[src/sv/plt_pkg.sv]
// shared types, codes and width helpers for the positional list engine
package plt_pkg;

	localparam int DEPTH_DEF = 64;
	localparam int WORD_WIDTH_DEF = 32;
	localparam int POS_W = 7;
	localparam int VALUE_W = 32;
	localparam int STATUS_W = 2;

	typedef enum logic [2:0] {
		OP_INSERT = 3'd0,
		OP_DELETE = 3'd1,
		OP_READ = 3'd2,
		OP_LOCATE = 3'd3,
		OP_PRIOR = 3'd4,
		OP_NEXT = 3'd5,
		OP_CLEAR = 3'd6
	} op_t;

	typedef enum logic [STATUS_W-1:0] {
		ST_OK = 2'd0,
		ST_BAD_POS = 2'd1,
		ST_FULL = 2'd2,
		ST_NOT_FOUND = 2'd3
	} status_t;

	typedef enum logic [2:0] {
		CMD_HOLD = 3'd0,
		CMD_ROTATE = 3'd1,
		CMD_INSERT = 3'd2,
		CMD_DELETE = 3'd3,
		CMD_CLEAR = 3'd4
	} cell_cmd_t;

	typedef struct packed {
		cell_cmd_t cmd;
		logic [POS_W-1:0] pos;
	} cell_ctl_t;

	// compare width wide enough for positions, counts and cell indexes
	function automatic int plt_cmp_w(input int depth);
		int cw;
		cw = $clog2(depth + 1);
		return ((cw > POS_W) ? cw : POS_W) + 1;
	endfunction

endpackage

[src/sv/plt_scan.sv]
// head observer: watches the two front cells while the ring turns
module plt_scan import plt_pkg::*; #(
	parameter int DEPTH = DEPTH_DEF,
	parameter int WORD_WIDTH = WORD_WIDTH_DEF
) (
	input  logic                          clk,
	input  logic                          arst_n,
	input  logic                          start,
	input  logic                          step,
	input  op_t                           op,
	input  logic [POS_W-1:0]              pos,
	input  logic [$clog2(DEPTH+1)-1:0]    count,
	input  logic [$clog2(DEPTH)-1:0]      k,
	input  logic [WORD_WIDTH-1:0]         key,
	input  logic [WORD_WIDTH-1:0]         head,
	input  logic [WORD_WIDTH-1:0]         second,
	output logic                          hit,
	output logic [WORD_WIDTH-1:0]         rv,
	output logic [POS_W-1:0]              found
);

	localparam int PW = plt_cmp_w(DEPTH);

	logic hit_q;
	logic [WORD_WIDTH-1:0] rv_q;
	logic [POS_W-1:0] found_q;
	logic [PW-1:0] k_w;
	logic [PW-1:0] n_w;
	logic [PW-1:0] pos_w;
	logic match;
	logic [WORD_WIDTH-1:0] match_rv;
	logic in_list;
	logic has_succ;

	assign k_w = PW'(k);
	assign n_w = PW'(count);
	assign pos_w = PW'(pos);
	assign in_list = k_w < n_w;
	assign has_succ = (k_w + PW'(1)) < n_w;

	always_comb begin
		match = 1'b0;
		match_rv = '0;
		case (op)
			OP_READ, OP_DELETE: begin
				match = k_w == pos_w - PW'(1);
				match_rv = head;
			end
			OP_LOCATE: begin
				match = (head == key) && in_list;
			end
			OP_PRIOR: begin
				match = (second == key) && has_succ;
				match_rv = head;
			end
			OP_NEXT: begin
				match = (head == key) && has_succ;
				match_rv = second;
			end
			default: match = 1'b0;
		endcase
	end

	always_ff @(posedge clk or negedge arst_n) begin
		if (!arst_n) begin
			hit_q <= 1'b0;
		end else if (start) begin
			hit_q <= 1'b0;
		end else if (step && !hit_q && match) begin
			hit_q <= 1'b1;
		end
	end

	always_ff @(posedge clk) begin
		if (start) begin
			rv_q <= '0;
			found_q <= '0;
		end else if (step && !hit_q && match) begin
			rv_q <= match_rv;
			if (op == OP_LOCATE) begin
				found_q <= POS_W'(k_w + PW'(1));
			end
		end
	end

	assign hit = hit_q;
	assign rv = rv_q;
	assign found = found_q;

endmodule

[config.mk]
export PLATFORM = sky130hd
export DESIGN_NAME = plt_scan
export DESIGN_NICKNAME = d
export VERILOG_FILES = /design/src/sv/plt_pkg.sv /design/src/sv/plt_scan.sv
export SDC_FILE = /design/constraint.sdc
export NUM_CORES = 1
export LEC_CHECK = 0
export BUFFER_PORTS_ARGS = -buffer_cell sky130_fd_sc_hd__buf_2
export CAP_MARGIN = 5
export CORE_UTILIZATION = 35
export DETAILED_ROUTE_END_ITERATION = 12
export GPL_ROUTABILITY_DRIVEN = 0
export PLACE_DENSITY = 0.74
export SYNTH_ARGS = -nofsm -noshare
export SYNTH_HDL_FRONTEND = slang
export SYNTH_SLANG_ARGS = --single-unit
export TNS_END_PERCENT = 30
[constraint.sdc]
create_clock -name clk -period 1.18 [get_ports clk]
set_input_delay 0.236 -clock clk [delete_from_list [all_inputs] [get_ports clk]]
set_output_delay 0.236 -clock clk [all_outputs]
set_load 0.005 [all_outputs]
==> summary.txt <==
GRT
  – Initial antenna violation count: 2
  – Largest net degree at the start of global routing: 45
  – Vias in the first global route: 3942
  – Total grt overflow: 0
  – First-pass GRT wire length: 19200 µm
  – GRT Overall Usage: 0.237

Clocking
  – Skew-Pair Late Insertion Delay: 0.30 ns
  – H-tree levels: 2
  – CTS root buf: clkbuf_8
  – TritonCTS clock tree: built
  – Clock Sinks: 40
  – Total CTS buffers: 5
  – Worst-path clk slew: approximately 0.08 ns
  – Clock Path Buffers: 2

Synthesis
  – EDFF count, synth: 0
  – Sequential fraction of the synthesis area: 0.226
  – Synthesized netlist cell count: approximately 400
  – Cell taking the most area after synthesis: dfxtp_1
  – Netlist cell types: 52
  – Synthesized area: 3570 µm²
  – Net count after synthesis: 532
  – Largest cells by area after synthesis: dfxtp_1 22%, mux2_4 12%, xor2_1 9.6%
  – Ys Warns: 0
  – Avg Inst Size Synth: 9.01 µm²
  – Yosys reg bits: 40
  – Main synth FF type: dfxtp_1
  – Post-synth ARST share: 0.0250
  – Yosys top cell area share: 0.219

STA
  – Min Tclk post-route: around 2.6 ns
  – Final setup violation count: 41
  – Post-Route Setup TNS: -55.92 ns
  – Final setup margin: -1.43 ns
  – Slew margin rel.: 0.686
  – Final Hold Fails: 0
  – Unrepaired setup endpoints after global routing: true
  – FMAX: ~380 MHz
  – Period utilisation layout: 2.21
  – Hold_ws: 0.234 ns
  – Least-Margin Pin Slew: 0.467 ns
  – Clock skew: 0.0103 ns
  – Slew Viols, Final: 0

Detailed routing
  – Via count: 3988
  – WL final: between 10000 and 15000 µm
  – WL/cell: 16.6 µm
  – Vias per inst: 5.07
  – Initial DRC Count: 128
  – DRC viols: 0
  – Antenna viol nets, final: 0
  – Drt pass-1 iters: 4

Floorplan
  – Die area: between 10000 and 15000 µm²
  – Initial Util: 0.363
  – Core box area: just under 10000 µm²
  – Die height: 103 µm
  – FP Rows: 36
  – Ports: 163
  – Die W: between 100 and 150 µm

Placed design
  – Port-buffer cells: approximately 160
  – Placed Instance Area: 5290 µm²
  – Dpl hpwl: slightly above 10000 µm
  – Pre-CTS setup slack: -1.84 ns

Layout
  – Area occupied by multi-input gates: 2770 µm²
  – Seq. cell area: 806 µm²
  – FILL cells: 903
  – Post-route cell area: 5630 µm²
  – Layout Nets: 788
  – Share of layout cells above drive strength 1: 0.508
  – Area growth, synth to finish: 57.8%

Run
  – Total of max-cap violations: 0

Worst setup path
  – Critical Path AT: roughly 2.8 ns
  – Setup Crit Path Kind: input port to flop
  – Worst Path Required: ~1.4 ns
  – Crit-path max FO: 10
  – CP startpoint kind: input port
  – Critical path endpoint category: flop

Outcome
  – Status: complete, but fails checks
  – Failing checks: negative setup slack

Power
  – Total power: approximately 3700 µW
  – Power per Cell Area: 657 nW/µm²
  – Leak: between 0.002 and 0.003 µW
  – Peak VDD IR: 0.420 mV

Worst hold path
  – Hold WC Path Type: input port to async pin
[synthesized netlist by cell type (3+ instances only)]
cell        n
nand4_1    11
mux2_2      4
nand3_1     7
a2111oi_0   4
ha_1       13
mux2_4     29
nor4_1     11
nor2b_1    34
nor3_1      5
clkbuf_1   12
nor2_1     36
dfxtp_1    39
inv_1      14
a211oi_1    4
buf_6       3
a22oi_1    32
a21oi_1     3
buf_1       3
and3_1      3
nand2_1     9
xnor2_1    36
a21o_1      5
nand2b_1    8
xor2_1     39
[metrics by stage]
step,util,cells
global route,0.573,786
detailed placement,0.539,770
finish,0.573,787
global placement,0.539,770
floorplan,-,396
CTS,0.561,781
[placed cells by master, fill, tap and decap left out, types with 5 or more instances in the layout]
| master | n |
|---|---|
| buf_4 | 94 |
| buf_12 | 5 |
| nand2_1 | 8 |
| xor2_1 | 38 |
| buf_6 | 7 |
| buf_2 | 157 |
| a22oi_1 | 32 |
| nor2_1 | 36 |
| nor4_1 | 11 |
| nand2b_1 | 8 |
| mux2_4 | 30 |
| nor3_1 | 5 |
| ha_1 | 10 |
| a21o_1 | 5 |
| nand4_1 | 11 |
| inv_1 | 14 |
| xnor2_1 | 33 |
| dfxtp_1 | 39 |
| clkbuf_8 | 5 |
| nor2b_1 | 34 |
[cell type report]
cell class	count	share of cell area
clock buffer	6	0.0129
timing repair buffer	267	0.310
antenna	1	0.000444
sequential	40	0.143
tap	133	0.0296
clock inverter	2	0.00222
inverter	14	0.00933
multi-input combinational	324	0.492
[path summary, 6_finish.rpt]
kind	startpoint	to	slack (ns)	cells past startpoint
worst max-delay path	k[0]	rv[7]	-1.43	13
worst min-delay path	arst_n	hit	0.23	2
worst max register to register	hit	rv[7]	-0.26	5
worst min register to register	found[3]	found[3]	0.48	2
max in group asynchronous	arst_n	hit	0.86	2
min in group clk	head[12]	rv[12]	0.35	4
[flip-flops by register name, summed over array words and instances (netlist names)]
register and cells:
hit 1, rv 32, found 7
[cells by family (layout without fill, tap and decap cells)]
kind of cell               Yosys count  count (layout)  synth area share
buffers and inverters               32             289            0.0400
xor gates and xnor gates            75              75             0.184
DFF                                 40              40             0.226
adders and majority gates           13              13            0.0456
muxes                               35              35             0.140
other                                0               1                 0
AOI/OAI and AO/OA                   65              65             0.153
and+or+nand+nor                    136             136             0.212
[report_power, final]
group	internal [µW]	switching, µW
Combinational	731	703
Sequential	1350	0.366
Clock	414	501
Total	2490	1200
[worst max-delay path, stage by stage]
cell       delay [ns]
buf_8            0.11
ha_4             0.17
buf_6            0.12
xor2_2           0.18
ha_2             0.18
a21o_1           0.21
a221oi_4         0.33
nand3_2          0.14
a2111oi_4        0.32
buf_4            0.18
o21ai_4          0.10
clkbuf_16        0.22
mux2_4           0.30
[what timing repair did]
item                       CTS  global route
setup endpoints to repair   41            41
hold buffers                 1             0
pin swaps                   18             6
gates cloned                 0             2
buffers inserted             2             3
hold endpoints to repair     1             0
resized for setup           23             7
[per-layer routing]
metal | global-route usage | vias up | share of wire
met2 | 0.442 | 134 | 0.51
li1 | - | 1934 | -
met4 | 0.0899 | 2 | 0.032
met3 | 0.0414 | 28 | 0.053
met1 | 0.268 | 1890 | 0.40
met5 | 0 | - | 0.0013
No activity file was read; power rests on OpenSTA's default activity.
