### config.mk
export PLATFORM = sky130hd
export DESIGN_NAME = plt_cell
export DESIGN_NICKNAME = d
export VERILOG_FILES = /design/src/sv/plt_pkg.sv /design/src/sv/plt_cell.sv
export SDC_FILE = /design/constraint.sdc
export NUM_CORES = 1
export LEC_CHECK = 0
export CAP_MARGIN = 20
export CELL_PAD_IN_SITES_DETAIL_PLACEMENT = 1
export CELL_PAD_IN_SITES_GLOBAL_PLACEMENT = 1
export CORE_ASPECT_RATIO = 0.6
export CORE_MARGIN = 2
export CORE_UTILIZATION = 30
export CTS_CLUSTER_SIZE = 12
export DETAILED_ROUTE_END_ITERATION = 8
export DONT_BUFFER_PORTS = 1
export PLACE_DENSITY_LB_ADDON = 0.1
export REMOVE_ABC_BUFFERS = 1
export SLEW_MARGIN = 10
export SYNTH_ARGS = -nofsm -noshare
export SYNTH_HDL_FRONTEND = slang
export SYNTH_SLANG_ARGS = --single-unit
### constraint.sdc
create_clock -name clk -period 0.8 [get_ports clk]
set_input_delay 0.16 -clock clk [delete_from_list [all_inputs] [get_ports clk]]
set_output_delay 0.16 -clock clk [all_outputs]
set_load 0.005 [all_outputs]
### src/sv/plt_pkg.sv
// shared types, codes and width helpers for the positional list engine
package plt_pkg;

	localparam int DEPTH_DEF = 64;
	localparam int WORD_WIDTH_DEF = 32;
	localparam int POS_W = 7;
	localparam int VALUE_W = 32;
	localparam int STATUS_W = 2;

	typedef enum logic [2:0] {
		OP_INSERT = 3'd0,
		OP_DELETE = 3'd1,
		OP_READ = 3'd2,
		OP_LOCATE = 3'd3,
		OP_PRIOR = 3'd4,
		OP_NEXT = 3'd5,
		OP_CLEAR = 3'd6
	} op_t;

	typedef enum logic [STATUS_W-1:0] {
		ST_OK = 2'd0,
		ST_BAD_POS = 2'd1,
		ST_FULL = 2'd2,
		ST_NOT_FOUND = 2'd3
	} status_t;

	typedef enum logic [2:0] {
		CMD_HOLD = 3'd0,
		CMD_ROTATE = 3'd1,
		CMD_INSERT = 3'd2,
		CMD_DELETE = 3'd3,
		CMD_CLEAR = 3'd4
	} cell_cmd_t;

	typedef struct packed {
		cell_cmd_t cmd;
		logic [POS_W-1:0] pos;
	} cell_ctl_t;

	// compare width wide enough for positions, counts and cell indexes
	function automatic int plt_cmp_w(input int depth);
		int cw;
		cw = $clog2(depth + 1);
		return ((cw > POS_W) ? cw : POS_W) + 1;
	endfunction

endpackage

### src/sv/plt_cell.sv
// one list slot: holds a word and takes it from a neighbor, the key or zero
module plt_cell import plt_pkg::*; #(
	parameter int DEPTH = DEPTH_DEF,
	parameter int WORD_WIDTH = WORD_WIDTH_DEF,
	parameter int INDEX = 0
) (
	input  logic                  clk,
	input  logic                  arst_n,
	input  cell_ctl_t             ctl,
	input  logic [WORD_WIDTH-1:0] key,
	input  logic [WORD_WIDTH-1:0] left_word,
	input  logic [WORD_WIDTH-1:0] right_word,
	output logic [WORD_WIDTH-1:0] word
);

	localparam int PW = plt_cmp_w(DEPTH);
	localparam logic [PW-1:0] IDX = PW'(INDEX);

	logic [WORD_WIDTH-1:0] word_q;
	logic [WORD_WIDTH-1:0] word_d;
	logic [PW-1:0] pos_w;

	assign pos_w = PW'(ctl.pos);

	always_comb begin
		word_d = word_q;
		case (ctl.cmd)
			CMD_ROTATE: word_d = right_word;
			CMD_INSERT: begin
				if (IDX >= pos_w) begin
					word_d = left_word;
				end else if (IDX == pos_w - PW'(1)) begin
					word_d = key;
				end
			end
			CMD_DELETE: begin
				if (IDX >= pos_w - PW'(1)) begin
					word_d = right_word;
				end
			end
			CMD_CLEAR: word_d = '0;
			default: word_d = word_q;
		endcase
	end

	always_ff @(posedge clk or negedge arst_n) begin
		if (!arst_n) begin
			word_q <= '0;
		end else begin
			word_q <= word_d;
		end
	end

	assign word = word_q;

endmodule

==> results.cfg, run 1 <==
[drt]
post_drt_via_cell_ratio = 5.52
num_vias = 1353
wl_met1_microns = 2050
wl_microns = 5140
wl_met2_microns = 2560
topRoutingLayerUsed = met4
drt_iter0_markers = 142
wire_per_inst_microns = 21.0
firstDrtPassIters = 5
drc = 0
ant_nets = 0
route.met3.wl_microns = 500

[worst_setup_path]
cp_cell_sequence = or4_4, a2111oi_4, or3_4, buf_12, mux2i_2
endpoint_kind = flop
slowest_stage = or4_4
arrival_ps = 1600
worstSetupPathType = in -> reg
cp_max_fo = 12
r2r-end = word[1]
r2r-start = word[1]
critPathLaunch = ctl[5]
cp-start-kind = input pin
critPathCapture = word[1]
timing.reg2reg.setup_slack_ps = 90
rr_worst_depth = 2
slowest_delay_ps = 540
worstPathRequired_ps = 990

[synthesis]
synth_top_family_by_area = compound AO/OA/AOI/OAI gates
synth_xor_xnor_area_share_pct = 0.491
synth-compound-area-share_pct = 19.1
synth_cell_type_count = 20
syn_avg_cell_area_sq_um = 11.6
synth_top_area_share_pct = 44.9
synth_top_area_cell = dfrtp_1
synth_fa_ha_area_share_pct = 0
synthTopCellsByArea = dfrtp_1 (45%), a222oi_1 (18%), mux2i_1 (18%)
synth_area_sq_um = 1780
yosysWarnings = 0
yosysSeqAreaShare_pct = 44.9
yosys.area_share.simple_pct = 4.56
synth.mux.area_fraction_pct = 18.0
ys_ff_latch = 32
synthCells = 154

[clock_tree]
cts_buffers = 5
htreeDepth = 2
clk_pin_slew_ps = 70
clock-sinks = 32
cts-root-buf = clkbuf_8
tritoncts = yes
insertion_delay_ps = 280
clk_path_buf_depth = 2

[die]
die_w_microns = 104
top_level_ports = 140
die_h_microns = 63.7
dieArea_sq_um = 6600
initial_core_util_pct = 31.6
rows = 21
core_sq_um = 5650

[global_routing]
grt.total_usage_pct = 15.4
grt_pass1_vias = 1479
grt_overflow = 0
grt_max_degree = 33
grt_pass1_wl_microns = 7760
antenna_found_initial = 0

[sta]
setup_viol = 64
rsz0062_at_grt = true
skew_ps = 0
slew_headroom_pct = 75.6
hold_slack_ps = -431
hold_viol = 32
period_share_pct = 176
tightest_slew_ps = 366
slew_violations = 0
fin_setup_tns_ps = -19170
fmax_mhz = 710
period_needed_ps = 1410
fin_ws_ps = -608

[final_layout]
fin_nets = 272
multiInputGateArea_sq_um = 786
diodes = 0
final_cell_mix = inv_1 (32), a222oi_1 (32), dfrtp_1 (32)
drive_above_1_share_pct = 19.4
ff_latch_area_sq_um = 801
fillers = 626
area_growth_pct = 16.3
largest_reg_flops = 32

[pwr]
leakage_nw = 0.958
p_per_area_nw_per_um2 = 2090
ir_worst_vdd_mv = 0.657

[status]
violations = hold timing, setup timing
status = finished, violations left

[job]
maxCapViolations = 0

[placed_design]
routabilityCongestion = 0.716
post-dp-hpwl_microns = 3810
io_buffers = 0

[hold_path]
min_path_type = in -> async
-- worst max-delay path: cells and delay by family --
kind / cells / cell delay, ps
muxes: 1 / 220
AOI/OAI and AO/OA: 1 / 280
and+or+nand+nor: 2 / 770
buffers and inverters: 1 / 160
-- where the power goes --
part           switching (mW)  internal, mW
Clock                   0.594         0.686
Combinational           0.371         0.386
Sequential              0.308          1.99
Total                    1.27          3.06
-- metal layers --
metal / global-route usage, % / up-vias
met1: 17.2 / 653
met3: 6.63 / 2
li1: - / 611
met4: 4.56 / 0
met2: 27.2 / 87
met5: 0 / -
-- synth_stat cells --
| master | instances |
|---|---|
| a222oi_1 | 32 |
| dfrtp_1 | 32 |
| inv_1 | 32 |
| mux2i_1 | 32 |
| buf_2 | 6 |
| buf_12 | 3 |
| clkbuf_1 | 3 |
| nor3b_1 | 2 |
| a2111oi_2 | 1 |
| a21oi_1 | 1 |
| buf_6 | 1 |
| nand2b_1 | 1 |
| nand3b_1 | 1 |
| nor3_1 | 1 |
| nor3b_2 | 1 |
| nor4_1 | 1 |
| or3_1 | 1 |
| or3b_4 | 1 |
| or4_4 | 1 |
| xor2_1 | 1 |
-- final cells by class --
cell class,count,share of cell area (%)
multi-input combinational,77,37.9
inverter,32,5.79
clock inverter,2,0.483
sequential,32,38.6
clock buffer,6,3.98
timing repair buffer,16,8.44
tap,80,4.83
-- cells by family (layout without fill, tap and decap cells) --
| kind of cell | count (synthesis) | count (layout) |
|---|---|---|
| buf+inv | 45 | 56 |
| compound gates | 34 | 34 |
| mux | 32 | 32 |
| flops | 32 | 32 |
| simple gates | 10 | 10 |
| xor+xnor | 1 | 1 |
-- what timing repair did --
item                                    CTS  global route
buffers inserted                          3             2
resized for setup                         4            11
endpoints found under the hold margin    32            32
pin swaps                                 1             4
endpoints found under the setup margin   64            64
cloned                                    1             1
-- worst min-delay path by stage --
stage	slack, ps	end	from
after floorplan	-140	word[0]	arst_n
after global placement	-130	word[4]	arst_n
after detailed placement	-130	word[22]	arst_n
after CTS	-450	word[20]	arst_n
after global routing	-460	word[22]	arst_n
final	-430	word[20]	arst_n
-- per-stage QoR --
step	cell area, sq um	worst slack, ps	util (%)	instances	power, mW
after CTS	2070	-577	36.6	244	4.45
after global routing	2070	-665	36.7	245	4.64
after floorplan	1670	-1510	-	141	2.78
after detailed placement	1920	-928	34.0	233	3.08
after global placement	1920	-828	34.0	233	3.04
final	2070	-608	36.7	245	4.33
Power figures use the tool's default switching activity.
==> run 2, diff against run 1 <==
CORE_ASPECT_RATIO = 1.4   (was 0.6)
==> run 2 against run 1 <==
Against the previous run:
- the run still ends with hold timing, setup timing left
- non-clock buffer count fell by 10
- global-route usage down 0.60 points
- via count up 0.30%
- combinational power down 2.9%
- setup slack better by 78 ps
- final area down 4.2%
- die area fell by 0.17%
- cell count down 8.2%
- highest routed layer unchanged
==> results.cfg, run 2 (synthesis gave the netlist of run 1 again) <==
[status]
status = finished, violations left
violations = hold timing, setup timing

[sta]
setup_viol = 64
slew_headroom_pct = 76.4
skew_ps = 0
period_share_pct = 166
hold_slack_ps = -433
fin_ws_ps = -530
rsz0062_at_grt = true
hold_viol = 32
fmax_mhz = 752
slew_violations = 0
period_needed_ps = 1330
tightest_slew_ps = 352

[worst_setup_path]
endpoint_kind = flop
cp-start-kind = input pin
timing.reg2reg.setup_slack_ps = 130
arrival_ps = 1530
worstPathRequired_ps = 1000
slowest_stage = or4_4
cp_cell_sequence = or4_4, a2111oi_4, or3_4, buf_12, mux2i_1
worstSetupPathType = in -> reg
r2r-start = word[31]
rr_worst_depth = 2
critPathLaunch = ctl[2]
r2r-end = word[31]
slowest_delay_ps = 560
cp_max_fo = 18

[global_routing]
grt_pass1_wl_microns = 7670
grt.total_usage_pct = 14.9
grt_max_degree = 33
grt_overflow = 0
grt_pass1_vias = 1489
antenna_found_initial = 0

[drt]
num_vias = 1357
wl_microns = 5120
drt_iter0_markers = 116
firstDrtPassIters = 5
wire_per_inst_microns = 22.8
drc = 0
ant_nets = 0
post_drt_via_cell_ratio = 6.03

[clock_tree]
clk_pin_slew_ps = 70
cts-root-buf = clkbuf_8
cts_buffers = 5
htreeDepth = 2
clk_path_buf_depth = 2
tritoncts = yes
insertion_delay_ps = 270
cts_setup_buffers = 0
clock-sinks = 32

[die]
die_h_microns = 95.3
dieArea_sq_um = 6590
core_sq_um = 5820
top_level_ports = 140
rows = 33
initial_core_util_pct = 30.6
die_w_microns = 69.2

[placed_design]
io_buffers = 0
place_ws_ps = -891
routabilityCongestion = 0.754
post-dp-hpwl_microns = 3580
placed_cells = 217

[final_layout]
final_cell_mix = inv_1 (32), a222oi_1 (32), dfrtp_1 (32)
diodes = 0
drive_above_1_share_pct = 12.3
fillers = 651
utilization_pct = 34.2
instances_no_fill = 225
area_growth_pct = 11.4
largest_reg_flops = 32
fin_nets = 262

[pwr]
ir_worst_vdd_mv = 0.747
leakage_nw = 0.903
p_per_area_nw_per_um2 = 2170

[job]
maxCapViolations = 0

[hold_path]
min_path_type = in -> async
[run 2: cell types whose count changed in the layout (fill, tap and decap cells not counted), sizes merged]
cell and delta:
clkinv -2, clkbuf +2, buf -10
[run 2: layer usage]
| metal | track usage (%) | part of all wire [%] | wire, microns | up-vias |
|---|---|---|---|---|
| met2 | 25.6 | 53 | 2730 | 80 |
| met5 | 0 | 0 | 0 | - |
| met4 | 5.07 | 1.3 | 68 | 0 |
| met1 | 17.8 | 37 | 1900 | 673 |
| li1 | - | - | - | 597 |
| met3 | 4.33 | 8.3 | 427 | 7 |
[run 2: worst max-delay path by stage]
stage,end,cells after the start,slack [ps]
floorplan,word[0],4,-1510
global placement,word[25],5,-800
detailed placement,word[22],5,-890
CTS,word[22],5,-550
global route,word[17],5,-590
finish,word[22],5,-530
[run 2: report_power, final]
part	internal (mW)	total, mW	switching, mW
registers	1.99	2.30	0.313
clock network	0.701	1.28	0.579
logic	0.369	0.736	0.367
[run 2: timing repair]
| action | in CTS | in global routing |
|---|---|---|
| hold endpoints to repair | 32 | 32 |
| gates resized for setup | 2 | 1 |
| setup endpoints to repair | 64 | 64 |
[run 2: worst max-delay path, delay by kind of cell]
kind / cells / cell delay (ps)
buffers and inverters: 1 / 180
AND/OR/NAND/NOR: 2 / 760
AO/OA/AOI/OAI: 1 / 200
multiplexers: 1 / 220
[run 2: cell type report]
| type | count | area, sq um | share of cell area, % |
|---|---|---|---|
| repair buffers | 6 | 108 | 5.41 |
| clock buffers | 8 | 90.1 | 4.53 |
| well taps | 70 | 87.6 | 4.41 |
| flip-flops and latches | 32 | 801 | 40.3 |
| inverters | 32 | 120 | 6.04 |
| multi-input cells | 77 | 782 | 39.3 |
[run 2: metrics by stage]
step                area (sq um)  hold slack [ps]  power (mW)  TNS, ps
global placement            1880             -135        3.02   -25170
global route                1990             -451        4.59   -19390
CTS                         1980             -447        4.39   -18200
floorplan                   1670             -136        2.78   -48460
detailed placement          1880             -135        3.08   -27320
finish                      1990             -433        4.32   -17020
